### src/hdl/twc_pkg.sv
// Shared types, constants and helpers for the text window console.
package twc_pkg;

  // Screen geometry
  localparam int SCREEN_COLUMNS = 80;
  localparam int SCREEN_ROWS    = 25;
  localparam int CELL_COUNT     = SCREEN_COLUMNS * SCREEN_ROWS;
  localparam int ADDR_W         = $clog2(CELL_COUNT);

  // Field widths
  localparam int CMD_W   = 2;
  localparam int CHAR_W  = 8;
  localparam int COL_W   = 7;
  localparam int ROW_W   = 5;
  localparam int CELL_W  = 16;
  localparam int COLOR_W = 4;
  localparam int SCOL_W  = COL_W + 1;   // origin plus window column
  localparam int SROW_W  = ROW_W + 1;   // origin plus window row

  localparam int CFG_INDEX_W = 3;
  localparam int CFG_DATA_W  = 7;

  localparam logic [CHAR_W-1:0] CH_NEWLINE = 8'd10;
  localparam logic [CHAR_W-1:0] CH_RETURN  = 8'd13;

  typedef enum logic [CMD_W-1:0] {
    CMD_PUT   = 2'd0,
    CMD_READ  = 2'd1,
    CMD_CLEAR = 2'd2
  } cmd_t;

  typedef enum logic [CFG_INDEX_W-1:0] {
    REG_ORIGIN_COLUMN    = 3'd0,
    REG_ORIGIN_ROW       = 3'd1,
    REG_WINDOW_ROWS      = 3'd2,
    REG_WINDOW_COLUMNS   = 3'd3,
    REG_BACKGROUND_COLOR = 3'd4,
    REG_FOREGROUND_COLOR = 3'd5
  } cfg_index_t;

  typedef struct packed {
    logic [COL_W-1:0]   origin_column;
    logic [ROW_W-1:0]   origin_row;
    logic [ROW_W-1:0]   window_rows;
    logic [COL_W-1:0]   window_columns;
    logic [COLOR_W-1:0] background_color;
    logic [COLOR_W-1:0] foreground_color;
  } twc_cfg_t;

  // Datapath operations issued by the controller
  typedef enum logic [3:0] {
    DP_NOP,
    DP_LATCH,
    DP_SWEEP,
    DP_PUT,
    DP_NEWLINE,
    DP_RETURN,
    DP_READ,
    DP_WRAP,
    DP_SCR_START,
    DP_SCR_RD,
    DP_SCR_WR,
    DP_FILL,
    DP_CLEAR_START,
    DP_CLEAR_CELL,
    DP_RESULT
  } dp_op_t;

  typedef struct packed {
    dp_op_t op;
  } twc_cmd_t;

  typedef struct packed {
    logic [CMD_W-1:0] command;
    logic             is_newline;
    logic             is_return;
    logic             sweep_last;
    logic             x_wrap;
    logic             y_over;
    logic             scr_done;
    logic             col_last;
    logic             row_last;
    logic             out_free;
  } twc_status_t;

  function automatic logic [CELL_W-1:0] make_cell(input logic [COLOR_W-1:0] bg,
                                                  input logic [COLOR_W-1:0] fg,
                                                  input logic [CHAR_W-1:0]  ch);
    make_cell = {bg, fg, ch};
  endfunction

  function automatic logic in_screen(input logic [SCOL_W-1:0] col,
                                     input logic [SROW_W-1:0] row);
    in_screen = (int'(col) < SCREEN_COLUMNS) && (int'(row) < SCREEN_ROWS);
  endfunction

  function automatic logic [ADDR_W-1:0] cell_addr(input logic [SCOL_W-1:0] col,
                                                  input logic [SROW_W-1:0] row);
    cell_addr = ADDR_W'(int'(row) * SCREEN_COLUMNS + int'(col));
  endfunction

endpackage

### src/hdl/twc_cfg.sv
// Configuration register file of the text window console.
module twc_cfg (
  input  logic                           clk,
  input  logic                           rst_n,
  input  logic                           cfg_we,
  input  logic [twc_pkg::CFG_INDEX_W-1:0] cfg_index,
  input  logic [twc_pkg::CFG_DATA_W-1:0]  cfg_wdata,
  output twc_pkg::twc_cfg_t              cfg
);
  import twc_pkg::*;

  twc_cfg_t cfg_r;

  // Decode the register index and take the write
  always_ff @(posedge clk) begin
    if (!rst_n) begin
      cfg_r.origin_column    <= '0;
      cfg_r.origin_row       <= '0;
      cfg_r.window_rows      <= ROW_W'(25);
      cfg_r.window_columns   <= COL_W'(80);
      cfg_r.background_color <= '0;
      cfg_r.foreground_color <= COLOR_W'(15);
    end else if (cfg_we) begin
      unique case (cfg_index_t'(cfg_index))
        REG_ORIGIN_COLUMN:    cfg_r.origin_column    <= cfg_wdata[COL_W-1:0];
        REG_ORIGIN_ROW:       cfg_r.origin_row       <= cfg_wdata[ROW_W-1:0];
        REG_WINDOW_ROWS:      cfg_r.window_rows      <= cfg_wdata[ROW_W-1:0];
        REG_WINDOW_COLUMNS:   cfg_r.window_columns   <= cfg_wdata[COL_W-1:0];
        REG_BACKGROUND_COLOR: cfg_r.background_color <= cfg_wdata[COLOR_W-1:0];
        REG_FOREGROUND_COLOR: cfg_r.foreground_color <= cfg_wdata[COLOR_W-1:0];
        default: ;
      endcase
    end
  end

  assign cfg = cfg_r;

endmodule

### config.mk
export PLATFORM = sky130hd
export DESIGN_NAME = twc_cfg
export DESIGN_NICKNAME = d
export VERILOG_FILES = /design/src/hdl/twc_pkg.sv /design/src/hdl/twc_cfg.sv
export SDC_FILE = /design/constraint.sdc
export NUM_CORES = 1
export LEC_CHECK = 0
export BUFFER_PORTS_ARGS = -buffer_cell sky130_fd_sc_hd__buf_2
export CAP_MARGIN = 10
export CORE_MARGIN = 5
export CORE_UTILIZATION = 25
export DETAILED_ROUTE_END_ITERATION = 7
export GPL_TIMING_DRIVEN = 0
export SKIP_LAST_GASP = 1
export SYNTH_ARGS = -nofsm -noshare
export SYNTH_HDL_FRONTEND = slang
export SYNTH_SLANG_ARGS = --single-unit
### constraint.sdc
create_clock -name clk -period 1.8 [get_ports clk]
set_clock_uncertainty 0.05 [all_clocks]
set_input_delay 0.27 -clock clk [delete_from_list [all_inputs] [get_ports clk]]
set_output_delay 0.27 -clock clk [all_outputs]
set_load 0.1 [all_outputs]
* Yosys cells after proc, flatten, opt, wreduce, memory -nomap -nowiden *
Cells that the tools add are included.

storage, ports and cells
  register bits = 32
  bits in latches = 0
  memory bits (writable) = 0
  ROM bits = 0
  input bits = 13
  output and inout bits = 32
  word-level logic and storage cells = 18
  memories = 0

cells by class
  add/sub/neg operators = 0
  multipliers = 0
  div/mod/pow operators = 0
  $lt $le $gt $ge = 0
  equality and inequality tests = 5
  shift operators = 0
  muxes and demuxes = 0
  bitwise logic cells = 0
  reduce and logical (&&, ||, !) cells = 7

operators by type and width
  operator            number
  $reduce_and 2->1    6
  $eq 3x2->1 const B  2
  $eq 3x3->1 const B  2
  $eq 3x1->1 const B  1
  $logic_not 3->1     1

* Depth between registers and ports, before layout *
Gate-level depths: netlist of run 1.

  depth in word-level cells = 2
  mapped depth = 4
  depth with buffers taken out = 2

* Worst setup path after synthesis of run 1 *
OpenSTA, ideal clock, no wires.

  kind = register -> register
  start point = register cfg[17] (netlist name)
  end point = register cfg_r (netlist bit cfg[17])
  setup time = 0.072 ns
  data arrival time = 1.158 ns
  data required time = 1.678 ns
  setup slack = 0.520 ns
  stages on the path, launching flop included = 3
  buffers on the path = 0
  period minus slack after synthesis = 1.280 ns
  cell sequence = dfxtp_1 -> nand2_1 -> mux2i_1

RTL lines
  element    line           source
  to (decl)  twc_cfg.sv:12  twc_cfg_t cfg_r;

* Worst setup path in the final report of run 1 *
  start point = register cfg_r (netlist bit cfg[13])
  end point = output cfg[13] (netlist bit)

RTL lines
  element    line          source
  to (decl)  twc_cfg.sv:8  output twc_pkg::twc_cfg_t cfg

No word-level cell between the ends.

==> reports/summary.md, run 1 <==
The synthesized design spends more area on one cell type than any other, namely sky130_fd_sc_hd__dfxtp_1. The finished layout holds 247 standard cells, fillers aside. The fraction of layout cells with a size suffix above 1 is 0.322, and the number of max-slew violations in the final report is 0. The required time of the critical path was 1.48 ns; the worst slack at placement was 0.174 ns. For the pin with the worst max-slew slack, the measured transition is 0.496 ns. The post-route fraction of the period consumed by the critical path was 0.761; the peak fanout along the critical path was 2. Counting every net in the synthesized netlist gives 139. The number of buffers inserted by post-CTS setup repair came out at 0.

The net total in the final layout came out at 189. The worst setup path is of the reg2out kind. The floorplan die width was 82.0 um; the number of hold violations in the final report was 0. The count of instances resized after the clock tree is built was 0; the final weighted congestion in routability-driven placement was 0.713. STA classifies the critical path startpoint as a register. The critical path capture point type was a primary output.

The tools report the overall global routing resource usage as 0.108. The later pin in the worst-skew pair is clocked with a latency of 0.28 ns. The number of antenna diodes in the final layout is 0. Including well taps, the total number of placed cells is 239.

In this run the worst hold path is classified as in2reg. The area of the mapped netlist was 0.00129 mm^2; the final-layout setup total negative slack was 0 ns. The number of max-cap violations came out at 0. The starting utilization of the core area was 0.255. The number of logic stages on the critical path including buffering is 1. Ranked by total cell area, the synthesized netlist is headed by sky130_fd_sc_hd__dfxtp_1 (49%), sky130_fd_sc_hd__mux2i_1 (25%), sky130_fd_sc_hd__nand2_1 (8.7%). In this run the standard cell core region covers 0.00507 mm^2. Buffers inserted to repair hold after CTS numbered 0. Once detail routing completed, the nets flagged for antenna violations numbered 0.

In this run the vertical extent of the chip is 82.0 um. The async set-or-reset flop fraction in the synthesized netlist came out at 0. The synthesis-stage register bit count is 32. Timing would allow up to 0.730 GHz. In this run, CTS created clock tree buffers numbering 5.

The via count of the first global-routing pass was 1020; the maximum vdd ir drop was 433 uV. The via count of the routed design came out at 1015. The register with the most flip-flops in the layout has 32 of them. Count of flip-flops with a built-in enable after synthesis: 0. The initial antenna violation count is 0, and the minimum clock period after layout is 1.37 ns. Worst-case clock buffer depth: 2. The total overflow left after global routing is 0. Headroom to the max-slew limit: 0.669. Before antenna repair, the detailed router went through 4 iterations.

Buffer and inverter count on the worst path: 1. Traced cell by cell, the critical path runs through buf_2. Input and output buffers added on the ports amount to 43.

Setup repair after global routing left no endpoint under its margin. The die covers 0.00672 mm^2. The first global-routing pass estimated 5240 um of wire.

Counting distinct cell types in the post-synthesis netlist gives 11. After detailed routing, the number of remaining DRC violations is 0. Counting instances, the worst hold path has a depth of 3.

Register area share after synthesis: 0.495. Arrival time of data at the critical path endpoint: 1.05 ns. The category of cells accounting for the largest share of critical-path delay was buffers and inverters.

The tools report the violation count after the first detailed-routing iteration as 17. For this block, the routed nets add up to 3300 um of wire. TritonCTS built the clock tree.

The average instance in the mapped netlist occupies 10.3 um^2. The final core utilization came out at 0.336. The maximum number of pins on one net before global-route repair is 11, and the TritonCTS sink count is 32.

The peak per-stage delay on the critical path was 0.43 ns. The tools report the number of instances in the synthesized netlist as 126. The run gives 2 as the maximum level of the CTS H-tree. The Yosys step of the flow raised 0 warnings. The floorplan has 26 rows. The primary flip-flop cell chosen by synthesis mapping was sky130_fd_sc_hd__dfxtp_1. During I/O placement, the number of pins put on the boundary was 45.

The cell type of the slowest stage on the worst timing path is sky130_fd_sc_hd__buf_2. The clock-pin slew reported for the worst setup and hold paths after clock tree synthesis came out at 0.07 ns. The run finished with clean final reports. Dividing the detail-routed via count by the number of cells gives 4.11. After synthesis, the most frequently instantiated cells are sky130_fd_sc_hd__dfxtp_1 (32), sky130_fd_sc_hd__mux2i_1 (32), sky130_fd_sc_hd__nand2_1 (30). After detailed routing, the average wire length per cell comes to 13.4 um.

For this design the ratio of total power to cell area is 959 mW/mm^2. The area share of the leading cell type in the synthesized netlist works out to 0.495. The cell sitting at the root of the clock tree is a sky130_fd_sc_hd__clkbuf_8. The depth of the most critical reg-to-reg path is 2. The worst path meets setup with 0.430 ns of slack.

The relative area change from synthesis to final layout came out at 31.7%. The reported leakage power came out at 0.752 nW. Setup violations remaining at the end of the flow were counted as 0. The final HPWL from detailed placement is 2470 um.
-- power by group --
group | switching (mW) | total, mW | internal [mW] | leakage [nW]
clock network | 0.269 | 0.680 | 0.411 | 0.0552
logic | 0.175 | 0.225 | 0.0506 | 0.437
registers | 0.00693 | 0.731 | 0.724 | 0.259
-- per-layer routing --
layer  share of wire  track usage
met5               0            0
met4           0.013       0.0349
met3           0.075       0.0428
met2            0.44        0.170
met1            0.47        0.133
-- worst paths after layout --
check | from | slack, ns | to
setup / recovery | cfg[13] | 0.43 | cfg[13]
hold / removal | cfg_wdata[6] | 0.20 | cfg[31]
setup reg to reg | cfg[12] | 1.14 | cfg[12]
hold reg to reg | cfg[9] | 0.40 | cfg[9]
-- kinds of logic after synthesis --
| family | after synthesis | synth area share |
|---|---|---|
| DFF | 32 | 0.495 |
| buffers and inverters | 10 | 0.0357 |
| and+or+nand+nor | 52 | 0.222 |
| muxes | 32 | 0.247 |
-- placed cells by master, fill, tap and decap left out, types with 2 or more instances in the layout --
master / netlist / final
sky130_fd_sc_hd__dfxtp_1: 32 / 32
sky130_fd_sc_hd__nand2_1: 30 / 30
sky130_fd_sc_hd__and4bb_2: 3 / 3
sky130_fd_sc_hd__nor2b_1: 15 / 15
sky130_fd_sc_hd__buf_2: 1 / 44
sky130_fd_sc_hd__mux2i_1: 32 / 32
sky130_fd_sc_hd__clkbuf_1: 8 / 9
sky130_fd_sc_hd__clkbuf_8: 0 / 5
sky130_fd_sc_hd__and4b_2: 2 / 2
-- cell type report --
class / count / area [um^2]
tap: 70 / 87.6
multi-input combinational: 84 / 608
clock inverter: 2 / 35.0
fill: 573 / 3370
clock buffer: 6 / 72.6
sequential: 32 / 641
buffer: 10 / 46.3
timing repair buffer: 43 / 215
-- metrics by stage --
step / total power, mW / hold WS [ns] / instance area, um^2
floorplan: 0.920 / 0.359 / 1290
global placement: 0.974 / 0.391 / 1600
detailed placement: 0.974 / 0.395 / 1600
CTS: 1.66 / 0.206 / 1710
global route: 1.71 / 0.207 / 1710
finish: 1.64 / 0.202 / 1710
Power figures use the tool's default switching activity.
==> run 2, diff against run 1 <==
--- a/config.mk
+++ b/config.mk
@@ -5,6 +5,7 @@
 export SDC_FILE = /design/constraint.sdc
 export NUM_CORES = 1
 export LEC_CHECK = 0
+export ABC_AREA = 1
 export BUFFER_PORTS_ARGS = -buffer_cell sky130_fd_sc_hd__buf_2
 export CAP_MARGIN = 10
 export CORE_MARGIN = 5
==> constraint.sdc (replaced) <==
create_clock -name clk -period 1.3 [get_ports clk]
set_clock_uncertainty 0.05 [all_clocks]
set_input_delay 0.195 -clock clk [delete_from_list [all_inputs] [get_ports clk]]
set_output_delay 0.195 -clock clk [all_outputs]
set_load 0.1 [all_outputs]
==> run 2 against run 1 <==
Effect of this change:
- worst setup slack worse by 0.40 ns
- clock-buffer cell count is 2 higher
- first-iteration DRC count rose to 6.6 times the previous value
- via count rose by 28%
- cell count is 26% higher
- design area rose by 4.8%
- combinational power grew 120%
- utilization is 1.4 points higher
- total power rose by 41%
- largest power group unchanged
- highest routed layer unchanged
==> reports/summary.md, run 2 <==
The run finished with clean final reports. The worst slack at placement came out at 0.198 ns (+0.0241 ns). The most frequent standard cell in the layout excluding fill and tap cells is sky130_fd_sc_hd__nor2_1. In this run the worst hold path is classified as in2reg.

Ranked by total cell area, the synthesized netlist is headed by sky130_fd_sc_hd__dfxtp_1 (49%), sky130_fd_sc_hd__nor2_1 (15%), sky130_fd_sc_hd__nand2_1 (14%). The cell area power density came out at 1290 mW/mm^2 (+34%). TritonCTS sink count: 32 (unchanged). The run gives 1302 (+28%) as the via count of the routed design. By area, the combinational part of the netlist is dominated by simple AND/OR/NAND/NOR gates.

The headroom to the max-slew limit came out at 0.677 (+0.00817). The sequential group share of total power is 0.448 (about the same), and the synthesis-stage register bit count is 32 (unchanged). The number of nets still failing antenna checks after routing is 0 (unchanged), and the flip-flop count of the largest register, all copies and words added is 32 (unchanged). The area share of the leading cell type in the synthesized netlist works out to 0.489 (-0.00614). For the area of the mapped netlist, the log shows 0.00131 mm^2 (+1.3%).

The floorplan die width is 82.4 um (+0.55%), and the area of the placeable core is 0.00511 mm^2 (+0.64%). The number of hold violations in the final report was 0 (unchanged); the share of power burned in combinational logic was 0.214 (+0.076). The adder and majority cell fraction of the synthesized area works out to 0 (unchanged). The tools report the unique cell type count in the Yosys netlist as 12 (+1). For the final core utilization, the log shows 0.350 (+0.0138). The buffer and inverter count on the worst path came out at 1 (unchanged).

The count of input and output buffers works out to 44 (+2.3%). The final-layout fill cell count was 598 (+4.4%); the peak per-stage delay on the critical path was 0.42 ns (about the same). The count of instances resized after the clock tree is built was 20 (+20); the via count of the first global-routing pass was 1206 (+18%).

Violation count after the first detailed-routing iteration: 112 (+95). The fraction of the mapped netlist area in compound gates came out at 0 (unchanged). The logs give 189 (+50%) for the number of instances in the synthesized netlist and 0 ns (unchanged) for the final-layout setup total negative slack. The logs give 0 (unchanged) for the number of max-slew violations in the final report and 2680 um (+8.3%) for the final HPWL from detailed placement. For the initial antenna violation count, the log shows 0 (unchanged).

The net count of the mapped netlist was 202 (+45%). The worst-margin pin slew was 0.487 ns (-0.00891 ns); the number of buffers inserted by post-CTS setup repair was 0 (unchanged). The post-synthesis average cell area was 6.94 um^2 (-32%). The fraction of layout cells with a size suffix above 1 works out to 0.249 (-0.0731). The count of flip-flops with a built-in enable after synthesis is 0 (unchanged). Category of cells accounting for the largest share of critical-path delay: buffers and inverters. The relative area change from synthesis to final layout was 36.3%. The post-route fraction of the period consumed by the critical path works out to 0.977.

The worst setup path is of the reg2out kind. Count of synthesis-stage warnings from yosys: 0 (unchanged). The post-cts hold buffer count is 0 (unchanged). The wire length per cell after detailed routing was 11.2 um (-16%); the maximum vdd ir drop was 380 uV (-12%).

The insertion delay to the later sink of the worst-skew pair was 0.28 ns (about the same); the net total in the final layout was 253 (+34%). The xor-xnor portion of the synthesized cell area came out at 0 (unchanged). The total power of the final layout was 2.30 mW (+41%). The peak fanout along the critical path works out to 2 (unchanged). Starting utilization of the core area: 0.257 (+0.00156). The logs give 0.865 nW (+15%) for the reported leakage power and 0 (unchanged) for the number of antenna cells inserted. The fraction of power consumed by the clock network was 0.337 (-0.079).

The total setup violations reported at the end of the flow is 0 (unchanged). For the total I/O pin count, the log shows 45 (unchanged). The most numerous cell in the Yosys netlist is sky130_fd_sc_hd__nor2_1.

The number of max-cap violations was 0 (unchanged). In the layout the commonest cells are sky130_fd_sc_hd__nor2_1 (51), sky130_fd_sc_hd__nand2_1 (48), sky130_fd_sc_hd__nand3_1 (32), sky130_fd_sc_hd__dfxtp_1 (32), sky130_fd_sc_hd__buf_4 (22). The root cell of the clock tree is sky130_fd_sc_hd__clkbuf_8.

The run gives 0.0293 ns (-0.401 ns) as the final setup slack of the worst path. Ranked by instance count, the synthesized netlist is headed by sky130_fd_sc_hd__nor2_1 (51), sky130_fd_sc_hd__nand2_1 (48), sky130_fd_sc_hd__dfxtp_1 (32), sky130_fd_sc_hd__nand3_1 (32), sky130_fd_sc_hd__inv_1 (13). The critical path goes through buf_2. The async set-or-reset flop fraction in the synthesized netlist works out to 0 (unchanged). The arrival time of data at the critical path endpoint was 1.03 ns (-0.02 ns); the minimum clock period after layout was 1.27 ns. The vias per cell works out to 4.19 (+1.9%). For the full die area, the log shows 0.00679 mm^2 (+1.1%).

The routed wire length was 3490 um (+5.8%). The net switching power figure is 0.752 mW (+67%), and the overall die height is 82.4 um (+0.55%). The required time of the critical path is 1.05 ns (-0.43 ns).

Primary flip-flop cell chosen by synthesis mapping: sky130_fd_sc_hd__dfxtp_1. The post-synthesis share of cell area spent on and, or, nand and nor gates was 0.450 (+0.228). For the number of buffers created by CTS, the log shows 5 (unchanged).

The fraction of power spent switching nets works out to 0.326 (+0.0509). The worst setup path is captured at a primary output. The tools report the area of placed instances as 0.00162 mm^2 (+1.3%).

The cell type of the slowest stage on the worst timing path is sky130_fd_sc_hd__buf_2. For this run, the top clock speed supported by timing is 0.787 GHz. The number of optimization iterations in the first detailed-route pass is 4 (unchanged). For the post-route standard cell area excluding fillers, the log shows 0.00179 mm^2 (+4.8%). The overall global routing resource usage was 0.110 (+0.00242). The run gives 0.781 (+9.5%) as the final weighted congestion in routability-driven placement. The internal power is 1.55 mW (+31%), and the count of standard-cell rows is 26 (unchanged). The global-route congestion overflow total is 0 (unchanged).

The run gives 5550 um (+5.8%) as the global-route wire length before repair. Maximum number of pins on one net before global-route repair: 11 (unchanged). Setup repair after global routing left no endpoint under its margin.

The run gives 2 (unchanged) as the worst-case clock buffer depth. The maximum level of the CTS H-tree is 2 (unchanged), and the register area share after synthesis is 0.489 (-0.00614). The run gives 0 (unchanged) as the total DRC errors in the routed layout. The synthesized design spends more area on one cell type than any other, namely sky130_fd_sc_hd__dfxtp_1. The total area of multi-input combinational cells is 591 um^2 (-2.9%), and the clock-pin slew reported for the worst setup and hold paths after clock tree synthesis is 0.06 ns (about the same).

TritonCTS built the clock tree. Post-synthesis mux area share: 0 (-0.247). The tools report the flip-flop and latch area as 641 um^2 (unchanged). The type of origin of the critical path is a register.
## run 2: cell types whose count changed after synthesis, moves of 3 or more
cell and delta:
sky130_fd_sc_hd__and4bb_2 -3, sky130_fd_sc_hd__clkbuf_1 -7, sky130_fd_sc_hd__inv_1 +13, sky130_fd_sc_hd__mux2i_1 -32, sky130_fd_sc_hd__nand2_1 +18, sky130_fd_sc_hd__nand3_1 +32, sky130_fd_sc_hd__nor2_1 +51, sky130_fd_sc_hd__nor2_4 +3
sky130_fd_sc_hd__nor2b_1 -15
## run 2: logic make-up after synthesis
group / Yosys count
DFF: 32
and+or+nand+nor: 138
buffers and inverters: 19
## run 2: layout make-up
| type | count | share of cell area |
|---|---|---|
| multi-input combinational | 138 | 0.331 |
| tap | 70 | 0.0490 |
| inverter | 13 | 0.0273 |
| sequential | 32 | 0.359 |
| clock buffer | 8 | 0.0504 |
| buffer | 6 | 0.0175 |
| timing repair buffer | 44 | 0.167 |
## run 2: through the flow
stage | cells | hold slack, ns
2_1_floorplan | 189 | 0.258
3_3_place_gp | 303 | 0.382
3_5_place_dp | 303 | 0.387
4_1_cts | 311 | 0.0791
5_1_grt | 311 | 0.105
6_report | 311 | 0.0888
## run 2: power by group through the flow
stage	Clock (mW)	Sequential [mW]	Combinational, mW
floorplan	0	1.30	0.130
global placement	0	1.05	0.476
detailed placement	0	1.05	0.478
CTS	0.816	1.03	0.491
global route	0.851	1.04	0.527
finish	0.777	1.03	0.493
## run 2: routing by layer
metal / GRT usage / wire length [um]
met1: 0.136 / 1530
met2: 0.164 / 1600
met3: 0.0445 / 303
met4: 0.0548 / 62
met5: 0 / 0
## run 2: path summary, 6_finish.rpt
| path | endpoint | cells after the start | slack (ns) | start |
|---|---|---|---|---|
| worst max register to register | cfg[17] | 2 | 0.68 | cfg[17] |
| worst max-delay path | cfg[28] | 1 | 0.03 | cfg[28] |
| worst min register to register | cfg[3] | 2 | 0.41 | cfg[3] |
| worst min-delay path | cfg[2] | 3 | 0.09 | cfg_wdata[2] |
