<file path="src/hdl/twc_pkg.sv">
// Shared types, constants and helpers for the text window console.
package twc_pkg;

  // Screen geometry
  localparam int SCREEN_COLUMNS = 80;
  localparam int SCREEN_ROWS    = 25;
  localparam int CELL_COUNT     = SCREEN_COLUMNS * SCREEN_ROWS;
  localparam int ADDR_W         = $clog2(CELL_COUNT);

  // Field widths
  localparam int CMD_W   = 2;
  localparam int CHAR_W  = 8;
  localparam int COL_W   = 7;
  localparam int ROW_W   = 5;
  localparam int CELL_W  = 16;
  localparam int COLOR_W = 4;
  localparam int SCOL_W  = COL_W + 1;   // origin plus window column
  localparam int SROW_W  = ROW_W + 1;   // origin plus window row

  localparam int CFG_INDEX_W = 3;
  localparam int CFG_DATA_W  = 7;

  localparam logic [CHAR_W-1:0] CH_NEWLINE = 8'd10;
  localparam logic [CHAR_W-1:0] CH_RETURN  = 8'd13;

  typedef enum logic [CMD_W-1:0] {
    CMD_PUT   = 2'd0,
    CMD_READ  = 2'd1,
    CMD_CLEAR = 2'd2
  } cmd_t;

  typedef enum logic [CFG_INDEX_W-1:0] {
    REG_ORIGIN_COLUMN    = 3'd0,
    REG_ORIGIN_ROW       = 3'd1,
    REG_WINDOW_ROWS      = 3'd2,
    REG_WINDOW_COLUMNS   = 3'd3,
    REG_BACKGROUND_COLOR = 3'd4,
    REG_FOREGROUND_COLOR = 3'd5
  } cfg_index_t;

  typedef struct packed {
    logic [COL_W-1:0]   origin_column;
    logic [ROW_W-1:0]   origin_row;
    logic [ROW_W-1:0]   window_rows;
    logic [COL_W-1:0]   window_columns;
    logic [COLOR_W-1:0] background_color;
    logic [COLOR_W-1:0] foreground_color;
  } twc_cfg_t;

  // Datapath operations issued by the controller
  typedef enum logic [3:0] {
    DP_NOP,
    DP_LATCH,
    DP_SWEEP,
    DP_PUT,
    DP_NEWLINE,
    DP_RETURN,
    DP_READ,
    DP_WRAP,
    DP_SCR_START,
    DP_SCR_RD,
    DP_SCR_WR,
    DP_FILL,
    DP_CLEAR_START,
    DP_CLEAR_CELL,
    DP_RESULT
  } dp_op_t;

  typedef struct packed {
    dp_op_t op;
  } twc_cmd_t;

  typedef struct packed {
    logic [CMD_W-1:0] command;
    logic             is_newline;
    logic             is_return;
    logic             sweep_last;
    logic             x_wrap;
    logic             y_over;
    logic             scr_done;
    logic             col_last;
    logic             row_last;
    logic             out_free;
  } twc_status_t;

  function automatic logic [CELL_W-1:0] make_cell(input logic [COLOR_W-1:0] bg,
                                                  input logic [COLOR_W-1:0] fg,
                                                  input logic [CHAR_W-1:0]  ch);
    make_cell = {bg, fg, ch};
  endfunction

  function automatic logic in_screen(input logic [SCOL_W-1:0] col,
                                     input logic [SROW_W-1:0] row);
    in_screen = (int'(col) < SCREEN_COLUMNS) && (int'(row) < SCREEN_ROWS);
  endfunction

  function automatic logic [ADDR_W-1:0] cell_addr(input logic [SCOL_W-1:0] col,
                                                  input logic [SROW_W-1:0] row);
    cell_addr = ADDR_W'(int'(row) * SCREEN_COLUMNS + int'(col));
  endfunction

endpackage

</file>
<file path="src/hdl/twc_ctrl.sv">
// Controller state machine sequencing the console datapath.
module twc_ctrl (
  input  logic                 clk,
  input  logic                 rst_n,
  input  logic                 in_valid,
  output logic                 in_ready,
  input  twc_pkg::twc_status_t status,
  output twc_pkg::twc_cmd_t    cmd
);
  import twc_pkg::*;

  typedef enum logic [8:0] {
    S_INIT   = 9'b000000001,
    S_IDLE   = 9'b000000010,
    S_DECODE = 9'b000000100,
    S_SETTLE = 9'b000001000,
    S_SCR_RD = 9'b000010000,
    S_SCR_WR = 9'b000100000,
    S_FILL   = 9'b001000000,
    S_CLEAR  = 9'b010000000,
    S_DONE   = 9'b100000000
  } state_t;

  state_t state_r, state_nxt;

  // Next state and datapath operation
  always_comb begin
    state_nxt = state_r;
    cmd.op    = DP_NOP;
    unique case (state_r)
      S_INIT: begin
        cmd.op = DP_SWEEP;
        if (status.sweep_last) begin
          state_nxt = S_IDLE;
        end
      end
      S_IDLE: begin
        if (in_valid) begin
          cmd.op    = DP_LATCH;
          state_nxt = S_DECODE;
        end
      end
      S_DECODE: begin
        unique case (status.command)
          CMD_PUT: begin
            if (status.is_newline) begin
              cmd.op    = DP_NEWLINE;
              state_nxt = S_SETTLE;
            end else if (status.is_return) begin
              cmd.op    = DP_RETURN;
              state_nxt = S_DONE;
            end else begin
              cmd.op    = DP_PUT;
              state_nxt = S_SETTLE;
            end
          end
          CMD_READ: begin
            cmd.op    = DP_READ;
            state_nxt = S_DONE;
          end
          CMD_CLEAR: begin
            cmd.op    = DP_CLEAR_START;
            state_nxt = S_CLEAR;
          end
          default: state_nxt = S_DONE;
        endcase
      end
      S_SETTLE: begin
        if (status.x_wrap) begin
          cmd.op = DP_WRAP;
        end else if (status.y_over) begin
          cmd.op    = DP_SCR_START;
          state_nxt = S_SCR_RD;
        end else begin
          state_nxt = S_DONE;
        end
      end
      S_SCR_RD: begin
        if (status.scr_done) begin
          state_nxt = S_FILL;
        end else begin
          cmd.op    = DP_SCR_RD;
          state_nxt = S_SCR_WR;
        end
      end
      S_SCR_WR: begin
        cmd.op    = DP_SCR_WR;
        state_nxt = S_SCR_RD;
      end
      S_FILL: begin
        cmd.op = DP_FILL;
        if (status.col_last) begin
          state_nxt = S_SETTLE;
        end
      end
      S_CLEAR: begin
        cmd.op = DP_CLEAR_CELL;
        if (status.col_last && status.row_last) begin
          state_nxt = S_DONE;
        end
      end
      S_DONE: begin
        if (status.out_free) begin
          cmd.op    = DP_RESULT;
          state_nxt = S_IDLE;
        end
      end
      default: state_nxt = S_INIT;
    endcase
  end

  always_ff @(posedge clk) begin
    if (!rst_n) begin
      state_r <= S_INIT;
    end else begin
      state_r <= state_nxt;
    end
  end

  assign in_ready = (state_r == S_IDLE);

endmodule

</file>
<file path="config.mk">
export PLATFORM = sky130hd
export DESIGN_NAME = twc_ctrl
export DESIGN_NICKNAME = d
export VERILOG_FILES = /design/src/hdl/twc_pkg.sv /design/src/hdl/twc_ctrl.sv
export SDC_FILE = /design/constraint.sdc
export NUM_CORES = 1
export LEC_CHECK = 0
export BUFFER_PORTS_ARGS = -buffer_cell sky130_fd_sc_hd__buf_2
export CAP_MARGIN = 5
export CORE_MARGIN = 2
export CORE_UTILIZATION = 59
export CTS_BUF_LIST = sky130_fd_sc_hd__clkbuf_8
export DETAILED_ROUTE_END_ITERATION = 8
export PLACE_DENSITY = 0.86
export RECOVER_POWER = 100
export SLEW_MARGIN = 30
export SYNTH_ARGS = -nofsm -noshare
export SYNTH_HDL_FRONTEND = slang
export SYNTH_SLANG_ARGS = --single-unit
export TNS_END_PERCENT = 10
</file>
<file path="constraint.sdc">
create_clock -name clk -period 3.08 [get_ports clk]
set_input_delay 0.154 -clock clk [delete_from_list [all_inputs] [get_ports clk]]
set_output_delay 0.154 -clock clk [all_outputs]
set_load 0.005 [all_outputs]
</file>
Word level (Yosys, flattened, before mapping)

Cells that the tools add are included.

Input port bits: 14
Register bits after elaboration: 9
Output and inout bits: 5

Reduce and logical (&&, ||, !) cells: 3
Eq/ne operators: 17
Mux-type cells: 21

Operators with widths:

| cell                                                                  | count |
|---|---|
| 9-bit 2-to-1 mux                                                      | 9 |
| 9-bit case mux with 9 select lines                                    | 1 |
| 4-bit case mux with 9 select lines                                    | 1 |
| 9-bit case mux with 2 select lines                                    | 1 |
| 4-bit 2-to-1 mux                                                      | 4 |
| 2-bit inequality test, second input constant                          | 6 |
| 4-bit case mux with 3 select lines                                    | 1 |
| 9-bit by 1-bit equality test with 1-bit output, second input constant | 1 |
| 9-bit by 2-bit equality test with 1-bit output, second input constant | 1 |
| 9-bit by 3-bit equality test with 1-bit output, second input constant | 1 |
| 9-bit by 4-bit equality test with 1-bit output, second input constant | 1 |
| 9-bit by 5-bit equality test with 1-bit output, second input constant | 1 |
| 9-bit by 6-bit equality test with 1-bit output, second input constant | 1 |
| 9-bit by 7-bit equality test with 1-bit output, second input constant | 1 |
| 9-bit by 8-bit equality test with 1-bit output, second input constant | 1 |
| 9-bit equality test, second input constant                            | 1 |
| 7-bit 2-to-1 mux                                                      | 1 |
| 3-bit 2-to-1 mux                                                      | 2 |
| 6-bit AND reduction                                                   | 1 |
| 2-bit by 1-bit equality test with 1-bit output, second input constant | 1 |
| 2-bit equality test, second input constant                            | 1 |
| 2-bit logical NOT                                                     | 1 |
| 1-bit logical AND                                                     | 1 |
| 1-bit 2-to-1 mux                                                      | 1 |

Depth between registers and ports, before layout

Gate-level depths: netlist of the first run.

Depth after elaboration: 4
Gate-level depth with buffers: 7
Mapped depth without buffers: 6

Least setup slack after synthesis of the first run

No wires, ideal clock.

Kind: flip-flop to output port
From: reg state_r[0]
To: out cmd[1] (netlist name)
Path buffers: 1
Stages on the path, launching flop included: 6
Data required time: 2.926 ns
Data arrival time: 1.434 ns
Slack: 1.492 ns
Path through: dfxtp_1 -> buf_6 -> or4_1 -> nor4b_1 -> a41oi_1 -> nand4_1

RTL lines:

| item                   | RTL line        | source |
|---|---|---|
| from (decl)            | twc_ctrl.sv:24  | `state_t state_r, state_nxt;` |
| from (signal assigned) | twc_ctrl.sv:116 | `state_r <= state_nxt;` |
| to (decl)              | twc_ctrl.sv:8   | `output twc_pkg::twc_cmd_t cmd` |

Final worst setup path of the first run

From: reg state_r[0]
To: reg state_r[1]

Cells in the longest elaborated chain, start to end: 3
Elaborated cells between the ends (all ways): 17
Those cells by class: 15 x eq/ne; 1 x mux; 1 x reduce/logical

Ends and longest elaborated chain:

| item                                                                         | RTL line       | source |
|---|---|---|
| 9-bit by 8-bit equality test with 1-bit output, or another cell as far along | twc_ctrl.sv:30 | `unique case (state_r)` |
| 2-bit inequality test (no source line)                                       | n/a            |  |
| 6-bit AND reduction (no source line)                                         | n/a            |  |

Parallel ways exist; a longest one is shown, timed or not.
A chain may end at the register's enable or synchronous reset.

==> results of run 1 <==
[through the flow]
stage | std cells | utilization, % | instance area [um^2] | worst slack (ns) | total power [W]
after global placement | 141 | 70.3 | 937 | 1.21 | 0.000332
after floorplan | 113 | - | 862 | 1.49 | 0.000301
after global routing | 145 | 71.4 | 952 | 0.610 | 0.000491
final | 145 | 71.4 | 952 | 0.807 | 0.000459
after CTS | 145 | 73.6 | 982 | 0.945 | 0.000474
after detailed placement | 141 | 70.3 | 937 | 1.21 | 0.000337
[kinds of logic (layout without fill, tap and decap cells)]
logic type / count (synthesis) / count (layout) / share of synthesized area, %
mux: 2 / 2 / 2.47
fa+ha+maj: 4 / 4 / 5.81
simple gates: 62 / 62 / 42.1
compound gates: 21 / 21 / 18.7
flops: 9 / 9 / 20.9
buf+inv: 12 / 29 / 6.97
xor+xnor: 3 / 3 / 3.05
[cells in the final DEF, fill, tap and decap left out, drive strengths merged, types with 2 or more instances in the layout]
master	count
or3	2
nand3	3
nor3b	5
ha	4
nor4	2
o311ai	2
nand2	10
dfxtp	9
clkbuf	7
xnor2	2
nor3	6
o21ai	3
nand4	3
o2111ai	2
inv	8
a211oi	3
and4	3
a21oi	3
and3	3
nor2b	3
buf	14
nor2	14
o21a	3
nand2b	2
[worst max-delay path, stage by stage (launching register included)]
cell	delay (ns)
dfxtp_1	0.39
nor4_1	0.82
nand2_1	0.18
o2111ai_1	0.50
nor2_1	0.07
o21a_1	0.19
[layout make-up]
type | instances | area, um^2
multi-input cells | 92 | 596
fillers | 112 | 382
flip-flops and latches | 9 | 180
repair buffers | 18 | 86.3
clock buffers | 3 | 41.3
inverters | 7 | 26.3
well taps | 15 | 18.8
clock inverters | 1 | 3.75
[per-layer routing]
layer / GRT usage (%) / wire length [um] / up-vias
met5: 0 / 0 / -
met4: 12.5 / 98 / 0
met3: 5.17 / 242 / 13
met2: 43.4 / 996 / 69
met1: 35.4 / 911 / 417
li1: - / - / 450
[final timing paths]
kind / endpoint / cells past startpoint
hold reg to reg: state_r[4] / 2
hold / removal: state_r[5] / 2
setup reg to reg: state_r[1] / 5
setup / recovery: state_r[1] / 5
[power breakdown]
group	internal (W)	leakage [nW]	switching (W)
logic	0.0000685	0.318	0.0000969
clock network	0.0000870	0.0269	0.0000497
registers	0.000129	0.0730	0.0000285
==> summary.md, run 1 <==
| Metric | Value |
|---|---|
| Max cap viols | `0` |
| Total track usage | `27.3%` |
| Chip height | `42.2 um` |
| Routed len/inst | `15.5 um` |
| I/O pin count | `19` |
| Net Count, Synth | `131` |
| Post-Synthesis Cells | `113` |
| GR Overflow Total | `0` |
| Starting density of the core | `64.6%` |
| Status | `finished clean` |
| Hold Violations, Final | `0` |
| Post-synth top cells | `14 x nor2_1, 10 x nand2_1, 9 x dfxtp_1` |
| Worst setup EP type | `flip-flop` |
| Unique masters post-synth | `44` |
| H-tree depth | `1` |
| Port Buf Inserts | `18` |
| First-pass GRT wire length | `3.73 mm` |
| Final nets | `149` |
| Crit path arrival time | `2.40 ns` |
| Post-synthesis sequential area ratio | `20.9%` |
| DP Wirelength | `1.61 mm` |
| Worst-path maximum fanout | `9` |
| Placer Congestion | `0.903` |
| CTS sink cnt | `9` |
| Area leader, netlist | `dfxtp_1` |
| Fmax | `440 MHz` |
| Die area | `1780 um^2` |
| Avg Cell Area, Syn | `7.63 um^2` |
| Hold Slack | `0.117 ns` |
| Crit path time final | `2.27 ns` |
| Slew Limit Fails | `0` |
| Setup CP Type | `flip-flop to flip-flop` |
| Worst Min Path Start | `status[3]` |
| Worst vdd ir | `0.355 mV` |
| Site Rows | `13` |
| Synth Flop Type | `dfxtp_1` |
| Setup bufs post-CTS | `0` |
| Initial drt markers | `73` |
| Top cells by area, synth | `dfxtp_1 21%, nor2_1 6.1%, ha_1 5.8%, nand2_1 4.4%, nor3b_1 4.4%` |
| Core area | `1330 um^2` |
| Max reg flops | `9` |
| Routed wire length | `2.25 mm` |
| Die Wd | `42.2 um` |
| Antenna cells | `0` |
| Crit Reg-Reg Startpoint | `state_r[0]` |
| Via count | `949` |
| R2R Setup Slk | `0.81 ns` |
| Async S/R FF share, synth | `0%` |
| Drt first pass iters | `4` |
| Root buffer cell | `clkbuf_8` |
| Synth Cell Area | `862 um^2` |
| Worst Path Required | `3.21 ns` |
| Hold Crit Class | `input pin to flip-flop` |
| Drt drc | `0` |
| DR vias/cell | `6.54` |
| Synth top area share | `20.9%` |
| Post-CTS Hold Fix Bufs | `0` |
| Reg clk slew, reported paths | `0.05 ns` |
| Pleak | `0.418 nW` |
| Biggest regs | `state_r: 9 flops` |
| PwrDens | `482 nW/um^2` |
| Worst slew margin | `37.8%` |
| Resized cells post-CTS | `0` |
| RSZ-0062 raised after global routing | `no` |
| Setup_tns | `0 ns` |
| Final setup fails | `0` |
| Critical Path Start | `state_r[0]` |
| Tcrit/Tclk final | `73.8%` |
| Initial antenna violation count | `0` |
| Slew @ Worst Pin | `0.925 ns` |
| Longest Clk Path Bufs | `2` |
| Startpoint types | `flip-flop` |
| CTS tree | `yes` |
| Post-synthesis sequential element count | `9` |
| Layout cell share with drive strength beyond 1 | `15.4%` |
| Detail Route Antenna Nets | `0` |
| Vias in the first global route | `841` |
| Synth warn | `0` |
| Largest net degree at the start of global routing | `12` |
| Setup Skew | `0.00228 ns` |
| Count leader, synth | `nor2_1` |
| Area delta synth->final | `10.4%` |
| Worst skew pair latency | `0.24 ns` |
| Most flops, register | `state_r` |
| Inserted Clock Buffers | `3` |
| Post-synth EDFFs | `0` |
No activity file was read; power rests on OpenSTA's default activity.
==> inputs of run 2 (changes only) <==
--- a/config.mk
+++ b/config.mk
@@ -8,10 +8,10 @@
 export BUFFER_PORTS_ARGS = -buffer_cell sky130_fd_sc_hd__buf_2
 export CAP_MARGIN = 5
 export CORE_MARGIN = 2
-export CORE_UTILIZATION = 59
+export CORE_UTILIZATION = 50
 export CTS_BUF_LIST = sky130_fd_sc_hd__clkbuf_8
 export DETAILED_ROUTE_END_ITERATION = 8
-export PLACE_DENSITY = 0.86
+export PLACE_DENSITY = 0.77
 export RECOVER_POWER = 100
 export SLEW_MARGIN = 30
 export SYNTH_ARGS = -nofsm -noshare
==> constraint.sdc (replaced) <==
create_clock -name clk -period 2 [get_ports clk]
set_input_delay 0.1 -clock clk [delete_from_list [all_inputs] [get_ports clk]]
set_output_delay 0.1 -clock clk [all_outputs]
set_load 0.005 [all_outputs]
==> run 2 against run 1 <==
Compared with the run above:
- worst setup slack worse by 0.74 ns
- flip-flop and latch count is the same
- critical path depth increased by 1
- count of clock-buffer cells in the layout is the same
- via count rose by 1.1%
- final cell count rose by 4.1%
- global-route usage decreased by 2.7 points
- sequential power up 64%
- register-to-register slack worse by 0.52 ns
- critical path type is now flip-flop to output port
==> summary.md, run 2 (same netlist as run 1, synthesis figures left out) <==
| Metric | Value |
|---|---|
| Placer Congestion | `0.872 (was 0.903)` |
| Die Wd | `45.5 um (was 42.2 um)` |
| Detail Route Antenna Nets | `0 (unchanged)` |
| Hold Violations, Final | `0 (unchanged)` |
| Worst setup EP type | `output port (was flip-flop)` |
| PwrDens | `738 nW/um^2 (was 482 nW/um^2)` |
| Pleak | `0.466 nW (was 0.418 nW)` |
| Most flops, register | `state_r (unchanged)` |
| Crit path time final | `1.93 ns` |
| DP Area | `970 um^2 (was 937 um^2)` |
| Area delta synth->final | `21.6% (was 10.4%)` |
| Layout cell share with drive strength beyond 1 | `29.1% (was 15.4%)` |
| Routed len/inst | `16.1 um (was 15.5 um)` |
| Slew @ Worst Pin | `0.385 ns (was 0.925 ns)` |
| Startpoint types | `flip-flop (unchanged)` |
| Most common cell after layout, fill and taps aside | `buf_2` |
| H-tree depth | `1 (unchanged)` |
| RSZ-0062 raised after global routing | `yes (was no)` |
| I/O pin count | `19 (unchanged)` |
| Final setup fails | `0 (unchanged)` |
| Fmax | `517 MHz` |
| Fill cells | `150 (was 112)` |
| Core area | `1670 um^2 (was 1330 um^2)` |
| Starting density of the core | `51.6% (was 64.6%)` |
| Commonest non-fill, non-tap cells in the layout | `18 x buf_2, 13 x nor2_1, 10 x nand2_1 (was 14 x nor2_1, 14 x buf_2, 10 x nand2_1)` |
| CTS tree | `yes (unchanged)` |
| Worst skew pair latency | `0.24 ns (about the same)` |
| Total track usage | `24.6% (was 27.3%)` |
| Max reg flops | `9 (unchanged)` |
| GR Overflow Total | `0 (unchanged)` |
| CTS sink cnt | `9 (unchanged)` |
| Initial antenna violation count | `0 (unchanged)` |
| Setup CP Type | `flip-flop to output port (was flip-flop to flip-flop)` |
| Final nets | `153 (was 149)` |
| Slew Limit Fails | `0 (unchanged)` |
| Routed wire length | `2.43 mm (was 2.25 mm)` |
| Setup WS pre-CTS | `0.264 ns (was 1.21 ns)` |
| Finished Core Util | `62.8% (was 71.4%)` |
| Worst vdd ir | `0.423 mV (was 0.355 mV)` |
| Reg clk slew, reported paths | `0.05 ns (about the same)` |
| Longest Clk Path Bufs | `2 (unchanged)` |
| Setup_tns | `0 ns (unchanged)` |
| Tcrit/Tclk final | `96.7%` |
| Setup slack after layout | `0.0655 ns (was 0.807 ns)` |
| Chip height | `45.5 um (was 42.2 um)` |
| Site Rows | `15 (was 13)` |
| Hold Crit Class | `input pin to flip-flop (unchanged)` |
| Crit path arrival time | `1.83 ns (was 2.40 ns)` |
| Drt first pass iters | `5 (was 4)` |
| Antenna cells | `0 (unchanged)` |
| Root buffer cell | `clkbuf_8 (unchanged)` |
| Port Buf Inserts | `18 (unchanged)` |
| Setup Skew | `0.000501 ns (was 0.00228 ns)` |
| Worst-path maximum fanout | `7 (was 9)` |
| Drt drc | `0 (unchanged)` |
| Initial drt markers | `31 (was 73)` |
| Vias in the first global route | `817 (was 841)` |
| Final Cell Area | `1050 um^2 (was 952 um^2)` |
| Worst slew margin | `74.1% (was 37.8%)` |
| Setup bufs post-CTS | `0 (unchanged)` |
| Inserted Clock Buffers | `3 (unchanged)` |
| Die area | `2070 um^2 (was 1780 um^2)` |
| Status | `finished clean (unchanged)` |
| Via count | `959 (was 949)` |
| DP Wirelength | `1.71 mm (was 1.61 mm)` |
| Post-CTS Hold Fix Bufs | `0 (unchanged)` |
| Biggest regs | `state_r: 9 flops (unchanged)` |
| Max cap viols | `0 (unchanged)` |
| First-pass GRT wire length | `3.60 mm (was 3.73 mm)` |
| Largest net degree at the start of global routing | `12 (unchanged)` |
| Multi-input gate area | `651 um^2 (was 596 um^2)` |
| DR vias/cell | `6.35 (was 6.54)` |
| Worst Path Required | `1.90 ns (was 3.21 ns)` |
| Storage cell area | `185 um^2 (was 180 um^2)` |
## run 2: changes by cell type in the layout (fill, tap and decap cells not counted), moves of 2 or more
cell      previous run  this run
nor3_1               6         4
buf_4                0         4
buf_2               14        18
dfxtp_2              0         4
dfxtp_1              9         5
clkbuf_1             3         0
## run 2: final timing paths
| kind | startpoint | to | slack (ns) | cells after the start |
|---|---|---|---|---|
| worst max-delay path | state_r[4] | cmd[0] | 0.07 | 6 |
| worst min register to register | state_r[0] | state_r[0] | 0.66 | 2 |
| worst min-delay path | status[3] | state_r[5] | 0.06 | 2 |
| worst max register to register | state_r[8] | state_r[4] | 0.29 | 5 |
## run 2: stage by stage
step	instances	total power, W	hold WS [ns]
floorplan	113	0.000464	0.176
global placement	147	0.000511	0.298
detailed placement	147	0.000518	0.304
CTS	151	0.000741	0.0559
global route	151	0.000815	0.0546
finish	151	0.000773	0.0592
## run 2: cell type report
cell class | count | share of cell area, %
inverters | 7 | 2.51
clock buffers | 3 | 3.94
multi-input cells | 92 | 62.1
repair buffers | 22 | 11.5
flip-flops and latches | 9 | 17.7
well taps | 17 | 2.03
clock inverters | 1 | 0.358
## run 2: metal layers
metal / track usage [%] / vias to the layer above / wire length (um)
met3: 5.16 / 10 / 138
li1: - / 456 / -
met5: 0 / - / 0
met1: 30.2 / 447 / 1050
met2: 38.6 / 46 / 1180
met4: 15.3 / 0 / 53
## run 2: timing repair
action,CTS,global route
setup endpoints to repair,1,4
pin swaps,0,1
resized for setup,1,9
## run 2: power breakdown
group / internal (W) / leakage [nW] / switching (W)
Clock: 0.000135 / 0.0269 / 0.0000818
Combinational: 0.000137 / 0.365 / 0.000162
Sequential: 0.000202 / 0.0741 / 0.0000565
## run 2: worst max-delay path: stages (launching register included)
cell,delay [ns]
dfxtp_1,0.37
or3_1,0.47
nor3_4,0.21
and3_4,0.24
a211oi_1,0.07
o311ai_1,0.08
buf_2,0.16
==> inputs of run 3 (changes only) <==
==> constraint.sdc (replaced) <==
create_clock -name clk -period 1.65 [get_ports clk]
set_input_delay 0.0825 -clock clk [delete_from_list [all_inputs] [get_ports clk]]
set_output_delay 0.0825 -clock clk [all_outputs]
set_load 0.005 [all_outputs]
==> run 3 against run 2 <==
Compared with the run above:
- flip-flop and latch count did not move
- non-clock buffer count rose by 12
- design area rose by 16%
- final cell count rose by 7.9%
- critical path depth fell by 1
- sequential power rose by 8.9%
- die area did not move
- sequential share of layout area fell by 1.5 points
- the flow now finishes with violations (negative setup slack)
- critical endpoint is now cmd[1]
- clock skew rose by 0.0035 ns
- routed wire length rose by 16%
- first-iteration DRC count rose by 120%
==> summary.md, run 3 (same netlist as run 1, synthesis figures left out) <==
| Metric | Value |
|---|---|
| Reg2Reg Depth | `7 (was 5)` |
| Biggest regs | `state_r: 9 flops (unchanged)` |
| Critical Path Start | `state_r[0] (was state_r[4])` |
| Worst skew pair latency | `0.24 ns (about the same)` |
| Port Buf Inserts | `18 (unchanged)` |
| Final setup fails | `7 (was 0)` |
| Setup slack after layout | `-0.235 ns (was 0.0655 ns)` |
| Max stage delay on crit path | `0.57 ns (was 0.47 ns)` |
| Most flops, register | `state_r (unchanged)` |
| Buf/Inv on CP | `1 (unchanged)` |
| Hold Violations, Final | `0 (unchanged)` |
| Layout cell share with drive strength beyond 1 | `40.4% (was 29.1%)` |
| I/O pin count | `19 (unchanged)` |
| Placer Congestion | `0.950 (was 0.872)` |
| R2R Setup Slk | `-0.09 ns (was 0.29 ns)` |
| Worst Path Required | `1.57 ns (was 1.90 ns)` |
| Worst setup EP type | `output port (unchanged)` |
| Worst-path maximum fanout | `3 (was 7)` |
| Setup Skew | `0.00397 ns (was 0.000501 ns)` |
| Max reg flops | `9 (unchanged)` |
| Worst slew margin | `71.8% (was 74.1%)` |
| Crit Reg-Reg Startpoint | `state_r[0] (was state_r[8])` |
| Hold Crit Class | `input pin to flip-flop (unchanged)` |
| Final Non-Filler Cells | `163 (was 151)` |
| Failing checks | `negative setup slack` |
| Total track usage | `30.7% (was 24.6%)` |
| Worst vdd ir | `0.521 mV (was 0.423 mV)` |
| Commonest non-fill, non-tap cells in the layout | `17 x buf_2, 14 x buf_4, 13 x nor2_1 (was 18 x buf_2, 13 x nor2_1, 10 x nand2_1)` |
| R2r endpoint | `state_r[0] (was state_r[4])` |
| CTS sink cnt | `9 (unchanged)` |
| Initial antenna violation count | `0 (unchanged)` |
| PwrDens | `925 nW/um^2 (was 738 nW/um^2)` |
| Status | `finished with violations (was finished clean)` |
| Inserted Clock Buffers | `3 (unchanged)` |
| Fmax | `531 MHz` |
| Largest net degree at the start of global routing | `9 (was 12)` |
| Core area | `1670 um^2 (unchanged)` |
| Vias in the first global route | `1,024 (was 817)` |
| Routed wire length | `2.81 mm (was 2.43 mm)` |
| Root buffer cell | `clkbuf_8 (unchanged)` |
| Site Rows | `15 (unchanged)` |
| Drt drc | `0 (unchanged)` |
| Slowest-stage cell, CP | `or4_4 (was or3_1)` |
| CP Cell Sequence | `or4_4, nor4b_4, a41oi_2, nand4_1, buf_2 (was or3_1, nor3_4, and3_4, a211oi_1, o311ai_1, buf_2)` |
| Startpoint types | `flip-flop (unchanged)` |
| Chip height | `45.5 um (unchanged)` |
| Area delta synth->final | `40.5% (was 21.6%)` |
| Worst Min Path Start | `status[3] (unchanged)` |
| Max cap viols | `0 (unchanged)` |
| Setup CP Type | `flip-flop to output port (unchanged)` |
| Routed len/inst | `17.2 um (was 16.1 um)` |
| RSZ-0062 raised after global routing | `yes (unchanged)` |
| WHS Endpoint | `state_r[5] (unchanged)` |
| Min-Delay Path Depth | `2 (unchanged)` |
| Hold Slack | `0.0377 ns (was 0.0592 ns)` |
| Drt first pass iters | `7 (was 5)` |
| Starting density of the core | `51.6% (unchanged)` |
| Crit-path leading delay family | `simple AND/OR/NAND/NOR gates (unchanged)` |
| Slew @ Worst Pin | `0.421 ns (was 0.385 ns)` |
| DR vias/cell | `6.65 (was 6.35)` |
| Post-CTS Hold Fix Bufs | `0 (unchanged)` |
| H-tree depth | `1 (unchanged)` |
| CP Depth | `5 (was 6)` |
| Detail Route Antenna Nets | `0 (unchanged)` |
| Via count | `1,084 (was 959)` |
| Die Wd | `45.5 um (unchanged)` |
| GR Overflow Total | `0 (unchanged)` |
| Crit path time final | `1.89 ns` |
| Initial drt markers | `67 (was 31)` |
| DP Wirelength | `1.87 mm (was 1.71 mm)` |
| Most common cell after layout, fill and taps aside | `buf_2 (unchanged)` |
| First-pass GRT wire length | `4.65 mm (was 3.60 mm)` |
| Crit path arrival time | `1.80 ns (was 1.83 ns)` |
| Slew Limit Fails | `0 (unchanged)` |
| Longest Clk Path Bufs | `2 (unchanged)` |
| Pleak | `0.546 nW (was 0.466 nW)` |
| Reg clk slew, reported paths | `0.05 ns (about the same)` |
| Post-Place Cells | `156 (was 147)` |
| Die area | `2070 um^2 (unchanged)` |
| CTS tree | `yes (unchanged)` |
| Antenna cells | `0 (unchanged)` |
| Final nets | `165 (was 153)` |
| Tcrit/Tclk final | `114%` |
-- run 3: cell types whose count changed in the layout (fill, tap and decap cells not counted), sizes merged --
cell / previous run / this run
buf: 22 / 34
-- run 3: final cells by class --
type                            count  area, um^2
Multi-Input combinational cell     92         691
Fill cell                         116         459
Timing Repair Buffer               34         233
Sequential cell                     9         195
Clock buffer                        3        41.3
Inverter                            7        26.3
Tap cell                           17        21.3
Clock inverter                      1        3.75
-- run 3: layer usage --
layer	vias up	part of all wire, %	GRT usage (%)
met4	0	4.6	15.3
met2	69	48	51.0
met1	508	39	37.1
met3	19	8.2	6.35
li1	488	-	-
met5	-	0	0
-- run 3: report_power, final --
part / switching [W] / total [W] / leakage (nW) / internal [W]
combinational: 0.000293 / 0.000575 / 0.442 / 0.000282
sequential: 0.0000339 / 0.000281 / 0.0768 / 0.000248
clock: 0.000101 / 0.000264 / 0.0269 / 0.000163
total: 0.000427 / 0.00112 / 0.546 / 0.000692
-- run 3: through the flow --
stage | worst slack, ns | cell area (um^2) | total power (W) | utilization (%) | setup TNS, ns
after global routing | -0.269 | 1210 | 0.00117 | 72.5 | -1.41
final | -0.235 | 1210 | 0.00112 | 72.5 | -0.886
after floorplan | 0.0853 | 862 | 0.000563 | - | 0
after detailed placement | -0.00527 | 1040 | 0.000681 | 62.1 | -0.0105
after CTS | -0.171 | 1190 | 0.00106 | 71.4 | -0.820
after global placement | -0.0182 | 1040 | 0.000671 | 62.1 | -0.0266
-- run 3: what timing repair did --
item,in CTS,in global routing
pin swaps,10,6
setup endpoints to repair,9,10
buffers inserted,3,0
gates resized for setup,19,5
-- run 3: worst max-delay path by stage --
| stage | endpoint | slack (ns) |
|---|---|---|
| 6_report | cmd[1] | -0.24 |
| 5_1_grt | cmd[1] | -0.27 |
| 4_1_cts | cmd[1] | -0.17 |
| 3_5_place_dp | cmd[1] | -0.005 |
| 3_3_place_gp | state_r[0] | -0.02 |
| 2_1_floorplan | state_r[4] | 0.09 |
